File: src/hdl/note_velocity_accent_defines.svh
// Assertion helpers shared by the note velocity accent block.
`ifndef NOTE_VELOCITY_ACCENT_DEFINES_SVH
`define NOTE_VELOCITY_ACCENT_DEFINES_SVH

// The condition must hold at every clock edge outside reset.
`define NVA_ALWAYS(lbl, cond, msg) \
    lbl: assert property (@(posedge i_clk) disable iff (!i_rst_n) (cond)) else $error(msg);

// When the trigger holds, the outcome must hold in the following cycle.
`define NVA_NEXT(lbl, trig, outcome, msg) \
    lbl: assert property (@(posedge i_clk) disable iff (!i_rst_n) \
        (trig) |=> (outcome)) else $error(msg);

`endif

File: src/hdl/nva_pkg.sv
`timescale 1ns / 1ps

package nva_pkg;

    // Gains are unsigned Q3.13.
    localparam logic [15:0] UNITY_GAIN = 16'd8192;
    localparam int          DVD_W      = 48;
    localparam int          DVS_W      = 30;
    localparam int          TIME_W     = 39;

    // Configuration register indexes.
    localparam logic [2:0] REG_MARKS   = 3'd0;
    localparam logic [2:0] REG_PLEN    = 3'd1;
    localparam logic [2:0] REG_STEP    = 3'd2;
    localparam logic [2:0] REG_STRONG  = 3'd3;
    localparam logic [2:0] REG_WEAK    = 3'd4;
    localparam logic [2:0] REG_BAR     = 3'd5;
    localparam logic [2:0] REG_SSTART  = 3'd6;
    localparam logic [2:0] REG_SEND    = 3'd7;

    // One classified item waiting in the queue.
    typedef struct packed {
        logic              is_note;
        logic [TIME_W-1:0] ev_time;
        logic [6:0]        vel;
    } t_item;

    typedef struct packed {
        logic [63:0] marks;
        logic [6:0]  plen;
        logic [25:0] step_len;
        logic [15:0] gain_mark;
        logic [15:0] gain_plain;
        logic [29:0] bar_len;
        logic [15:0] sw_start;
        logic [15:0] sw_end;
    } t_cfg;

    typedef struct packed {
        logic             start;
        logic [DVD_W-1:0] dividend;
        logic [DVS_W-1:0] divisor;
    } t_div_req;

    typedef struct packed {
        logic             busy;
        logic             done;
        logic [DVD_W-1:0] quotient;
        logic [DVS_W-1:0] remainder;
    } t_div_rsp;

endpackage

File: src/hdl/nva_front.sv
`timescale 1ns / 1ps

module nva_front (
    input  logic          i_clk,
    input  logic          i_rst_n,
    input  logic          i_valid,
    output logic          o_ready,
    input  logic          i_is_note,
    input  logic [39:0]   i_ev_time,
    input  logic [6:0]    i_vel,
    output logic          o_q_valid,
    output nva_pkg::t_item o_q_item,
    input  logic          i_q_pop
);
    import nva_pkg::*;

    localparam int DEPTH = 4;

    t_item      r_mem [DEPTH];
    logic [1:0] r_wr_ptr, r_rd_ptr;
    logic [2:0] r_count;
    logic       push;
    t_item      item_in;

    // Negative times count as zero.
    always_comb begin
        item_in.is_note = i_is_note;
        item_in.ev_time = i_ev_time[39] ? '0 : i_ev_time[TIME_W-1:0];
        item_in.vel     = i_vel;
    end

    assign o_ready   = (r_count != 3'(DEPTH));
    assign push      = i_valid && o_ready;
    assign o_q_valid = (r_count != 3'd0);
    assign o_q_item  = r_mem[r_rd_ptr];

    // Queue storage.
    always_ff @(posedge i_clk) begin
        if (push) begin
            r_mem[r_wr_ptr] <= item_in;
        end
    end

    // Queue pointers and fill count.
    always_ff @(posedge i_clk) begin
        if (!i_rst_n) begin
            r_wr_ptr <= '0;
            r_rd_ptr <= '0;
            r_count  <= '0;
        end else begin
            if (push) begin
                r_wr_ptr <= r_wr_ptr + 2'd1;
            end
            if (i_q_pop) begin
                r_rd_ptr <= r_rd_ptr + 2'd1;
            end
            r_count <= r_count + 3'(push) - 3'(i_q_pop);
        end
    end

endmodule

File: src/hdl/nva_div.sv
`timescale 1ns / 1ps

module nva_div (
    input  logic              i_clk,
    input  logic              i_rst_n,
    input  nva_pkg::t_div_req i_req,
    output nva_pkg::t_div_rsp o_rsp
);
    import nva_pkg::*;

    logic [DVD_W-1:0] r_dvd;
    logic [DVS_W-1:0] r_dvs;
    logic [DVS_W-1:0] r_rem;
    logic [5:0]       r_cnt;
    logic             r_busy;
    logic             r_done;
    logic [DVS_W:0]   trial;
    logic [DVS_W:0]   diff;

    // One quotient bit per cycle, restoring.
    assign trial = {r_rem, r_dvd[DVD_W-1]};
    assign diff  = trial - {1'b0, r_dvs};

    always_ff @(posedge i_clk) begin
        if (i_req.start) begin
            r_dvd <= i_req.dividend;
            r_dvs <= i_req.divisor;
            r_rem <= '0;
        end else if (r_busy) begin
            if (!diff[DVS_W]) begin
                r_rem <= diff[DVS_W-1:0];
                r_dvd <= {r_dvd[DVD_W-2:0], 1'b1};
            end else begin
                r_rem <= trial[DVS_W-1:0];
                r_dvd <= {r_dvd[DVD_W-2:0], 1'b0};
            end
        end
    end

    always_ff @(posedge i_clk) begin
        if (!i_rst_n) begin
            r_busy <= 1'b0;
            r_done <= 1'b0;
            r_cnt  <= '0;
        end else begin
            r_done <= 1'b0;
            if (i_req.start) begin
                r_busy <= 1'b1;
                r_cnt  <= 6'(DVD_W - 1);
            end else if (r_busy) begin
                r_cnt <= r_cnt - 6'd1;
                if (r_cnt == 6'd0) begin
                    r_busy <= 1'b0;
                    r_done <= 1'b1;
                end
            end
        end
    end

    assign o_rsp.busy      = r_busy;
    assign o_rsp.done      = r_done;
    assign o_rsp.quotient  = r_dvd;
    assign o_rsp.remainder = r_rem;

endmodule

File: src/hdl/nva_back.sv
`timescale 1ns / 1ps

`include "note_velocity_accent_defines.svh"

module nva_back #(
    parameter int MAX_STEPS = 64
) (
    input  logic           i_clk,
    input  logic           i_rst_n,
    input  nva_pkg::t_cfg  i_cfg,
    input  logic           i_q_valid,
    input  nva_pkg::t_item i_q_item,
    output logic           o_q_pop,
    output logic           o_valid,
    input  logic           i_ready,
    output logic [6:0]     o_vel
);
    import nva_pkg::*;

    localparam logic [3:0] S_IDLE   = 4'd0;
    localparam logic [3:0] S_QDIV   = 4'd1;
    localparam logic [3:0] S_LDIV   = 4'd2;
    localparam logic [3:0] S_SW     = 4'd3;
    localparam logic [3:0] S_PDIV   = 4'd4;
    localparam logic [3:0] S_PMUL   = 4'd5;
    localparam logic [3:0] S_GSTART = 4'd6;
    localparam logic [3:0] S_GDIV   = 4'd7;
    localparam logic [3:0] S_M1     = 4'd8;
    localparam logic [3:0] S_M2     = 4'd9;
    localparam logic [3:0] S_RND    = 4'd10;
    localparam logic [3:0] S_OUT    = 4'd11;

    logic [3:0]  r_state, n_state;
    t_item       r_item;
    logic [6:0]  r_len;
    logic [15:0] r_pg, r_sg;
    logic [29:0] r_phase;
    logic [45:0] r_num;
    logic [22:0] r_p1;
    logic [38:0] r_p2;
    logic [6:0]  r_res;
    logic        r_ovalid;
    logic [6:0]  r_vel;

    t_div_req    div_req;
    t_div_rsp    div_rsp;
    logic [6:0]  len_sat;
    logic        sw_neg;
    logic [15:0] abs_diff;
    logic [39:0] rounded;
    logic [13:0] scaled;
    logic        out_free;

    nva_div u_div (
        .i_clk   (i_clk),
        .i_rst_n (i_rst_n),
        .i_req   (div_req),
        .o_rsp   (div_rsp)
    );

    assign len_sat  = (i_cfg.plen > 7'(MAX_STEPS)) ? 7'(MAX_STEPS) : i_cfg.plen;
    assign sw_neg   = i_cfg.sw_end < i_cfg.sw_start;
    assign abs_diff = sw_neg ? (i_cfg.sw_start - i_cfg.sw_end)
                             : (i_cfg.sw_end - i_cfg.sw_start);
    assign rounded  = {1'b0, r_p2} + 40'(1 << 25);
    assign scaled   = rounded[39:26];
    assign out_free = !r_ovalid || i_ready;
    assign o_q_pop  = (r_state == S_IDLE) && i_q_valid;

    // Sequencer: next state and divider requests.
    always_comb begin
        n_state          = r_state;
        div_req.start    = 1'b0;
        div_req.dividend = {9'b0, r_item.ev_time};
        div_req.divisor  = {4'b0, i_cfg.step_len};
        unique case (r_state)
            S_IDLE: begin
                if (i_q_valid) begin
                    if (!i_q_item.is_note) begin
                        n_state = S_OUT;
                    end else if (len_sat == 7'd0 || i_cfg.step_len == 26'd0) begin
                        n_state = S_SW;
                    end else begin
                        div_req.start    = 1'b1;
                        div_req.dividend = {9'b0, i_q_item.ev_time};
                        n_state          = S_QDIV;
                    end
                end
            end
            S_QDIV: begin
                if (div_rsp.done) begin
                    div_req.start    = 1'b1;
                    div_req.dividend = div_rsp.quotient;
                    div_req.divisor  = {23'b0, r_len};
                    n_state          = S_LDIV;
                end
            end
            S_LDIV: begin
                if (div_rsp.done) begin
                    n_state = S_SW;
                end
            end
            S_SW: begin
                if (i_cfg.sw_start == i_cfg.sw_end || i_cfg.bar_len == 30'd0) begin
                    n_state = S_M1;
                end else begin
                    div_req.start   = 1'b1;
                    div_req.divisor = i_cfg.bar_len;
                    n_state         = S_PDIV;
                end
            end
            S_PDIV: begin
                if (div_rsp.done) begin
                    n_state = S_PMUL;
                end
            end
            S_PMUL:   n_state = S_GSTART;
            S_GSTART: begin
                div_req.start    = 1'b1;
                div_req.dividend = {2'b0, r_num};
                div_req.divisor  = i_cfg.bar_len;
                n_state          = S_GDIV;
            end
            S_GDIV: begin
                if (div_rsp.done) begin
                    n_state = S_M1;
                end
            end
            S_M1:  n_state = S_M2;
            S_M2:  n_state = S_RND;
            S_RND: n_state = S_OUT;
            S_OUT: begin
                if (out_free) begin
                    n_state = S_IDLE;
                end
            end
            default: n_state = S_IDLE;
        endcase
    end

    // Datapath registers.
    always_ff @(posedge i_clk) begin
        if (o_q_pop) begin
            r_item <= i_q_item;
            r_len  <= len_sat;
            r_pg   <= UNITY_GAIN;
            r_res  <= i_q_item.vel;
        end
        if (r_state == S_LDIV && div_rsp.done) begin
            r_pg <= i_cfg.marks[div_rsp.remainder[5:0]] ? i_cfg.gain_mark
                                                         : i_cfg.gain_plain;
        end
        if (r_state == S_SW) begin
            r_sg <= (i_cfg.sw_start == i_cfg.sw_end) ? i_cfg.sw_start : UNITY_GAIN;
        end
        if (r_state == S_PDIV && div_rsp.done) begin
            r_phase <= div_rsp.remainder;
        end
        if (r_state == S_PMUL) begin
            r_num <= abs_diff * r_phase;
        end
        // The quotient stays below the gain difference, so the sum never goes negative.
        if (r_state == S_GDIV && div_rsp.done) begin
            r_sg <= sw_neg ? (i_cfg.sw_start - div_rsp.quotient[15:0])
                           : (i_cfg.sw_start + div_rsp.quotient[15:0]);
        end
        if (r_state == S_M1) begin
            r_p1 <= r_item.vel * r_pg;
        end
        if (r_state == S_M2) begin
            r_p2 <= r_p1 * r_sg;
        end
        // Round half up and clamp to 1..127.
        if (r_state == S_RND) begin
            if (scaled == 14'd0) begin
                r_res <= 7'd1;
            end else if (scaled > 14'd127) begin
                r_res <= 7'd127;
            end else begin
                r_res <= scaled[6:0];
            end
        end
        if (r_state == S_OUT && out_free) begin
            r_vel <= r_res;
        end
    end

    // Control state and output valid.
    always_ff @(posedge i_clk) begin
        if (!i_rst_n) begin
            r_state  <= S_IDLE;
            r_ovalid <= 1'b0;
        end else begin
            r_state <= n_state;
            if (r_state == S_OUT && out_free) begin
                r_ovalid <= 1'b1;
            end else if (i_ready) begin
                r_ovalid <= 1'b0;
            end
        end
    end

    assign o_valid = r_ovalid;
    assign o_vel   = r_vel;

    `NVA_ALWAYS(a_div_no_restart, !(div_req.start && div_rsp.busy), "divider restarted while busy")
    `NVA_NEXT(a_pop_leaves_idle, o_q_pop, r_state != S_IDLE, "sequencer stayed idle after pop")
    `NVA_NEXT(a_note_nonzero, r_state == S_RND, r_res != 7'd0, "note velocity rounded to zero")

endmodule

File: src/hdl/note_velocity_accent.sv
`timescale 1ns / 1ps

// Note velocity accent: scales each note's velocity by a step pattern gain
// and a linear swell across the bar, then rounds and clamps it to 1..127.
// Input items arrive on the s_axis channel: tdata carries event_time and
// velocity_in, tuser carries is_note. Results leave on m_axis, one per item,
// in order. A four-entry queue takes one item per cycle, while not full, as
// the back end works. A non-note item passes through the output state to
// m_axis; the back end takes a new item only once the last is in the output
// register. A note that needs no division goes through S_SW, S_M1, S_M2,
// S_RND and S_OUT. A note costs up to four passes through a shared restoring
// divider (step index, pattern position, bar phase, swell interpolation),
// plus the multiply and round steps; the divider sets the sustained rate for
// notes. When m_axis_tready is low the finished result holds in the output
// register and the back end waits; the queue keeps filling until full and
// then drops s_axis_tready. Reset empties the queue and output and loads the
// register defaults. Configuration writes land at once; the user must make
// them only while the block is idle, which the block itself does not enforce.
module note_velocity_accent #(
    parameter int MAX_STEPS = 64
) (
    input  logic        i_clk,
    input  logic        i_rst_n,
    input  logic        s_axis_tvalid,
    output logic        s_axis_tready,
    input  logic [47:0] s_axis_tdata,   // [39:0] event_time, [46:40] velocity_in
    input  logic        s_axis_tuser,   // [0] is_note
    output logic        m_axis_tvalid,
    input  logic        m_axis_tready,
    output logic [7:0]  m_axis_tdata,   // [6:0] velocity_out
    input  logic        i_cfg_we,
    input  logic [2:0]  i_cfg_index,
    input  logic [63:0] i_cfg_data
);
    import nva_pkg::*;

    t_cfg       r_cfg;
    logic       q_valid;
    logic       q_pop;
    t_item      q_item;
    logic [6:0] vel_out;

    // Configuration registers.
    always_ff @(posedge i_clk) begin
        if (!i_rst_n) begin
            r_cfg.marks      <= '0;
            r_cfg.plen       <= '0;
            r_cfg.step_len   <= 26'd250000;
            r_cfg.gain_mark  <= 16'd9421;
            r_cfg.gain_plain <= 16'd6963;
            r_cfg.bar_len    <= 30'd2000000;
            r_cfg.sw_start   <= UNITY_GAIN;
            r_cfg.sw_end     <= UNITY_GAIN;
        end else if (i_cfg_we) begin
            unique case (i_cfg_index)
                REG_MARKS:  r_cfg.marks      <= i_cfg_data;
                REG_PLEN:   r_cfg.plen       <= i_cfg_data[6:0];
                REG_STEP:   r_cfg.step_len   <= i_cfg_data[25:0];
                REG_STRONG: r_cfg.gain_mark  <= i_cfg_data[15:0];
                REG_WEAK:   r_cfg.gain_plain <= i_cfg_data[15:0];
                REG_BAR:    r_cfg.bar_len    <= i_cfg_data[29:0];
                REG_SSTART: r_cfg.sw_start   <= i_cfg_data[15:0];
                REG_SEND:   r_cfg.sw_end     <= i_cfg_data[15:0];
                default: ;
            endcase
        end
    end

    nva_front u_front (
        .i_clk     (i_clk),
        .i_rst_n   (i_rst_n),
        .i_valid   (s_axis_tvalid),
        .o_ready   (s_axis_tready),
        .i_is_note (s_axis_tuser),
        .i_ev_time (s_axis_tdata[39:0]),
        .i_vel     (s_axis_tdata[46:40]),
        .o_q_valid (q_valid),
        .o_q_item  (q_item),
        .i_q_pop   (q_pop)
    );

    nva_back #(
        .MAX_STEPS (MAX_STEPS)
    ) u_back (
        .i_clk     (i_clk),
        .i_rst_n   (i_rst_n),
        .i_cfg     (r_cfg),
        .i_q_valid (q_valid),
        .i_q_item  (q_item),
        .o_q_pop   (q_pop),
        .o_valid   (m_axis_tvalid),
        .i_ready   (m_axis_tready),
        .o_vel     (vel_out)
    );

    assign m_axis_tdata = {1'b0, vel_out};

endmodule

File: config.mk
export PLATFORM = sky130hd
export DESIGN_NAME = note_velocity_accent
export DESIGN_NICKNAME = d
export VERILOG_FILES = /design/src/hdl/nva_pkg.sv /design/src/hdl/nva_front.sv /design/src/hdl/nva_div.sv /design/src/hdl/nva_back.sv /design/src/hdl/note_velocity_accent.sv
export VERILOG_INCLUDE_DIRS = /design/src /design/src/hdl
export SDC_FILE = /design/constraint.sdc
export NUM_CORES = 2
export LEC_CHECK = 0
export BUFFER_PORTS_ARGS = -buffer_cell sky130_fd_sc_hd__buf_2
export CAP_MARGIN = 5
export CORE_MARGIN = 3
export CORE_UTILIZATION = 25
export CTS_CLUSTER_SIZE = 12
export DETAILED_ROUTE_END_ITERATION = 10
export HOLD_SLACK_MARGIN = 0.03
export PLACE_DENSITY_LB_ADDON = 0.1
export SLEW_MARGIN = 40
export SYNTH_ARGS = -nofsm -noshare
export SYNTH_HDL_FRONTEND = slang
export SYNTH_SLANG_ARGS = --single-unit
export TNS_END_PERCENT = 30
File: constraint.sdc
create_clock -name i_clk -period 8.85 [get_ports i_clk]
set_input_delay 0.4425 -clock i_clk [delete_from_list [all_inputs] [get_ports i_clk]]
set_output_delay 0.4425 -clock i_clk [all_outputs]
set_load 0.005 [all_outputs]
==> PnR_summary.wiki <==
{| class="wikitable"
! Metric !! Value
|-
| Final number of setup-violating endpoints || 0
|-
| Via count of the first global-routing pass || 47,388
|-
| DRC violation count after routing || 0
|-
| Top-area cell type share of the netlist area || 24.5%
|-
| Start of the worst register-to-register path || r_cfg[0]$_SDFFE_PN0P_
|-
| Syn_nets || 7,330
|-
| Top post-synthesis cells by area || fa_1 25%, edfxtp_1 23%, dfxtp_1 7.9%
|-
| Starting density of the core || 25.2%
|-
| Total Routing Usage GR || 15.7%
|-
| Number of stages on the worst hold path || 3
|-
| Dominant cell by count in the synthesized netlist || nand2_1
|-
| Transition time of the tightest slew-check pin || 0.856 ns
|-
| Post-synthesis instance area || 61,700 µm²
|-
| XOR/XNOR share of the synthesized area || 2.14%
|-
| Compound-gate portion of the synthesized area || 8.82%
|-
| Flip-flop and latch count after synthesis || 721
|-
| Longest individual stage delay on the worst path || 0.56 ns
|-
| Hold-critical path endpoint || r_cfg[136]$_SDFFE_PN0P_
|-
| Fraction of synthesis flops using an asynchronous set or reset pin || 0%
|-
| Worst hold path startpoint || i_cfg_data[9]
|-
| Count of input and output buffers || 128
|-
| Post-DP Area || 68,300 µm²
|-
| Final antenna-violating net count || 0
|-
| Endpoints failing hold || 0
|-
| Top cells by instance count after synthesis || 1,057 x nand2_1, 885 x inv_1, 755 x fa_1, 478 x edfxtp_1, 353 x ha_1
|-
| Post-Route Setup TNS || 0 ns
|-
| Endpoint class of the critical path || flip-flop
|-
| # IOs || 131
|-
| Final design area excluding fillers || 72,500 µm²
|-
| Post-DP HPWL || 152,000 µm
|-
| Hold Crit Class || in2reg
|-
| Arrival time of data at the critical path endpoint || 9.25 ns
|-
| Area of the die || 253,000 µm²
|-
| Inserted Clock Buffers || 86
|-
| Result of the run || finished, final reports clean
|-
| Area share of and/or/nand/nor cells after synthesis || 15.0%
|-
| Cell variety after synth || 90
|-
| Clock tree sinks || 721
|-
| Cell type of the slowest stage on the worst timing path || fa_1
|-
| Gp weighted congestion || 0.809
|-
| Worst max-slew margin expressed relative to the limit || 42.9%
|-
| Share of synthesized area spent on multiplexers || 3.87%
|-
| Post-CTS clock slew at the launch and capture registers of the worst setup and hold paths || 0.07 ns
|-
| Met1 capacity usage during global routing || 21.2%
|-
| Signed area change from the synthesized netlist to the final layout || 17.5%
|-
| Type of origin of the critical path || flip-flop
|-
| Clock skew after layout || 0.0682 ns
|-
| Largest family of logic cells by synthesized area || adder cells
|-
| Cell taking the most area after synthesis || fa_1
|-
| Min Tclk post-route || 8.79 ns
|-
| Cell count after synthesis || 6,101
|-
| Sequential area share after synthesis || 31.2%
|-
| Number of levels in the clock H-tree || 3
|-
| Fraction of the mapped netlist area in adder cells || 31.7%
|-
| Core area || 244,000 µm²
|-
| Avg WL per Cell || 20.1 µm
|-
| Peak fanout along the critical path || 5
|-
| RSZ-0062 raised after global routing || yes
|-
| Routed via count divided by cell count || 4.48
|-
| R2R cell count || 38
|-
| Crit Path Class || reg2reg
|-
| Maximum number of pins on one net before global-route repair || 93
|-
| Root Buffer Master || clkbuf_16
|-
| Largest buffer count on any clock path || 3
|-
| Antenna violations before repair || 12
|-
| Number of detailed-routing iterations run before antenna repair || 7
|-
| Ys flop type || edfxtp_1
|-
| Die extent in y || 503 µm
|-
| Most utilized layer in the global route result || met2
|-
| Worst skew pair latency || 0.74 ns
|-
| Leftover overflow at the end of global routing || 0
|-
| Final WL || 196,000 µm
|-
| R2R Setup Slk || 0.06 ns
|-
| Met3 routing resource usage after global routing || 1.28%
|-
| Worst path required time || 9.30 ns
|-
| Share of layout cells above drive strength 1 || 13.0%
|-
| Max_cap viols || 0
|-
| Share of the cycle needed by the critical path after routing || 99.4%
|-
| Post-synth EDFFs || 478
|-
| Starting DRC count in detailed routing || 2,263
|-
| Global routing met2 resource utilization || 27.4%
|-
| Fmax achieved || 114 MHz
|-
| Net count, final || 7,676
|-
| Mean instance size in the synthesized netlist || 10.1 µm²
|-
| Horiz. Die Dim || 503 µm
|-
| TritonCTS clock tree || done
|-
| Total number of vias || 43,581
|-
| Final-report max-slew violation count || 0
|-
| First-pass GRT wire length || 302,000 µm
|-
| R2R Path End || u_back.r_num[39]$_DFFE_PP_
|-
| Total of warnings raised by yosys || 0
|-
| Num rows || 181
|}
## cells by family after synthesis
group	Yosys count
DFF	721
xor gates and xnor gates	151
other	1
adders and majority gates	1108
and+or+nand+nor	1980
buffers and inverters	1193
muxes	152
AOI/OAI and AO/OA	795
## metal layers
| layer | vias to the layer above | wire length [µm] |
|---|---|---|
| met2 | 581 | 96300 |
| li1 | 20551 | - |
| met5 | - | 0 |
| met4 | 0 | 3480 |
| met1 | 22287 | 90700 |
| met3 | 162 | 5060 |
## critical path, delay by kind of cell, from the launching register on
| kind | cells | cell delay [ns] |
|---|---|---|
| simple gates | 5 | 0.94 |
| flops | 1 | 0.36 |
| buf+inv | 9 | 0.90 |
| xor+xnor | 1 | 0.09 |
| fa+ha+maj | 9 | 3.82 |
| compound gates | 14 | 2.40 |
## through the flow
stage | cells | util, % | hold slack, ns | worst slack (ns)
6_report | 9723 | 29.7 | 0.118 | 0.0555
5_1_grt | 9721 | 29.7 | 0.0810 | -0.333
4_1_cts | 9710 | 29.5 | 0.0428 | 0.00879
3_5_place_dp | 9489 | 28.0 | 0.408 | -0.634
3_3_place_gp | 9463 | 27.8 | 0.406 | -0.632
2_1_floorplan | 6101 | - | 0.400 | 0.0873
## flip-flops by register name (all words and copies together), names as in the netlist, 14 cells and up, named ones only
signal and flops:
r_cfg 191, u_front.r_mem 188, u_back.u_div.r_dvd 48, u_back.r_item 46
u_back.r_num 46, u_back.r_phase 30, u_back.u_div.r_dvs 30, u_back.u_div.r_rem 30
u_back.r_p1 23, u_back.r_pg 16, u_back.r_sg 16, u_back.r_p2 14
## what timing repair did
action	CTS	global route
cloned	0	3
setup buffers	7	5
pin swaps	17	37
hold buffers	56	0
endpoints found under the hold margin	104	0
gates resized for setup	36	71
endpoints found under the setup margin	17	17
## cells in the final DEF (no fill, tap or decap), drive strengths merged, types with 164 or more instances in the layout
| cell | netlist | final |
|---|---|---|
| dfxtp | 243 | 243 |
| and2 | 322 | 322 |
| a21boi | 165 | 165 |
| edfxtp | 478 | 478 |
| nand2 | 1057 | 1057 |
| inv | 886 | 892 |
| a21oi | 206 | 206 |
| ha | 353 | 353 |
| buf | 28 | 506 |
| fa | 755 | 755 |
| nor2 | 164 | 164 |
## layout make-up
| class | count | area (µm²) |
|---|---|---|
| Antenna cell | 4 | 10.0 |
| Clock buffer | 115 | 2390 |
| Clock inverter | 43 | 475 |
| Fill cell | 25416 | 172000 |
| Inverter | 887 | 3330 |
| Multi-Input combinational cell | 4188 | 38600 |
| Sequential cell | 721 | 19200 |
| Tap cell | 3202 | 4010 |
| Timing Repair Buffer | 563 | 4420 |
## worst max-delay path by stage
stage | from | to | slack (ns)
2_1_floorplan | r_cfg[17]$_SDFFE_PN0P_ | u_back.r_num[44]$_DFFE_PP_ | 0.09
3_3_place_gp | r_cfg[16]$_SDFFE_PN0P_ | u_back.r_num[44]$_DFFE_PP_ | -0.63
3_5_place_dp | r_cfg[16]$_SDFFE_PN0P_ | u_back.r_num[44]$_DFFE_PP_ | -0.63
4_1_cts | r_cfg[0]$_SDFFE_PN0P_ | u_back.r_num[39]$_DFFE_PP_ | 0.009
5_1_grt | r_cfg[0]$_SDFFE_PN0P_ | u_back.r_num[39]$_DFFE_PP_ | -0.33
6_report | r_cfg[0]$_SDFFE_PN0P_ | u_back.r_num[39]$_DFFE_PP_ | 0.06
Power is left out: the tool's default activity adds up to more than one toggle a clock period on the data nets, which glitch-free logic cannot reach.
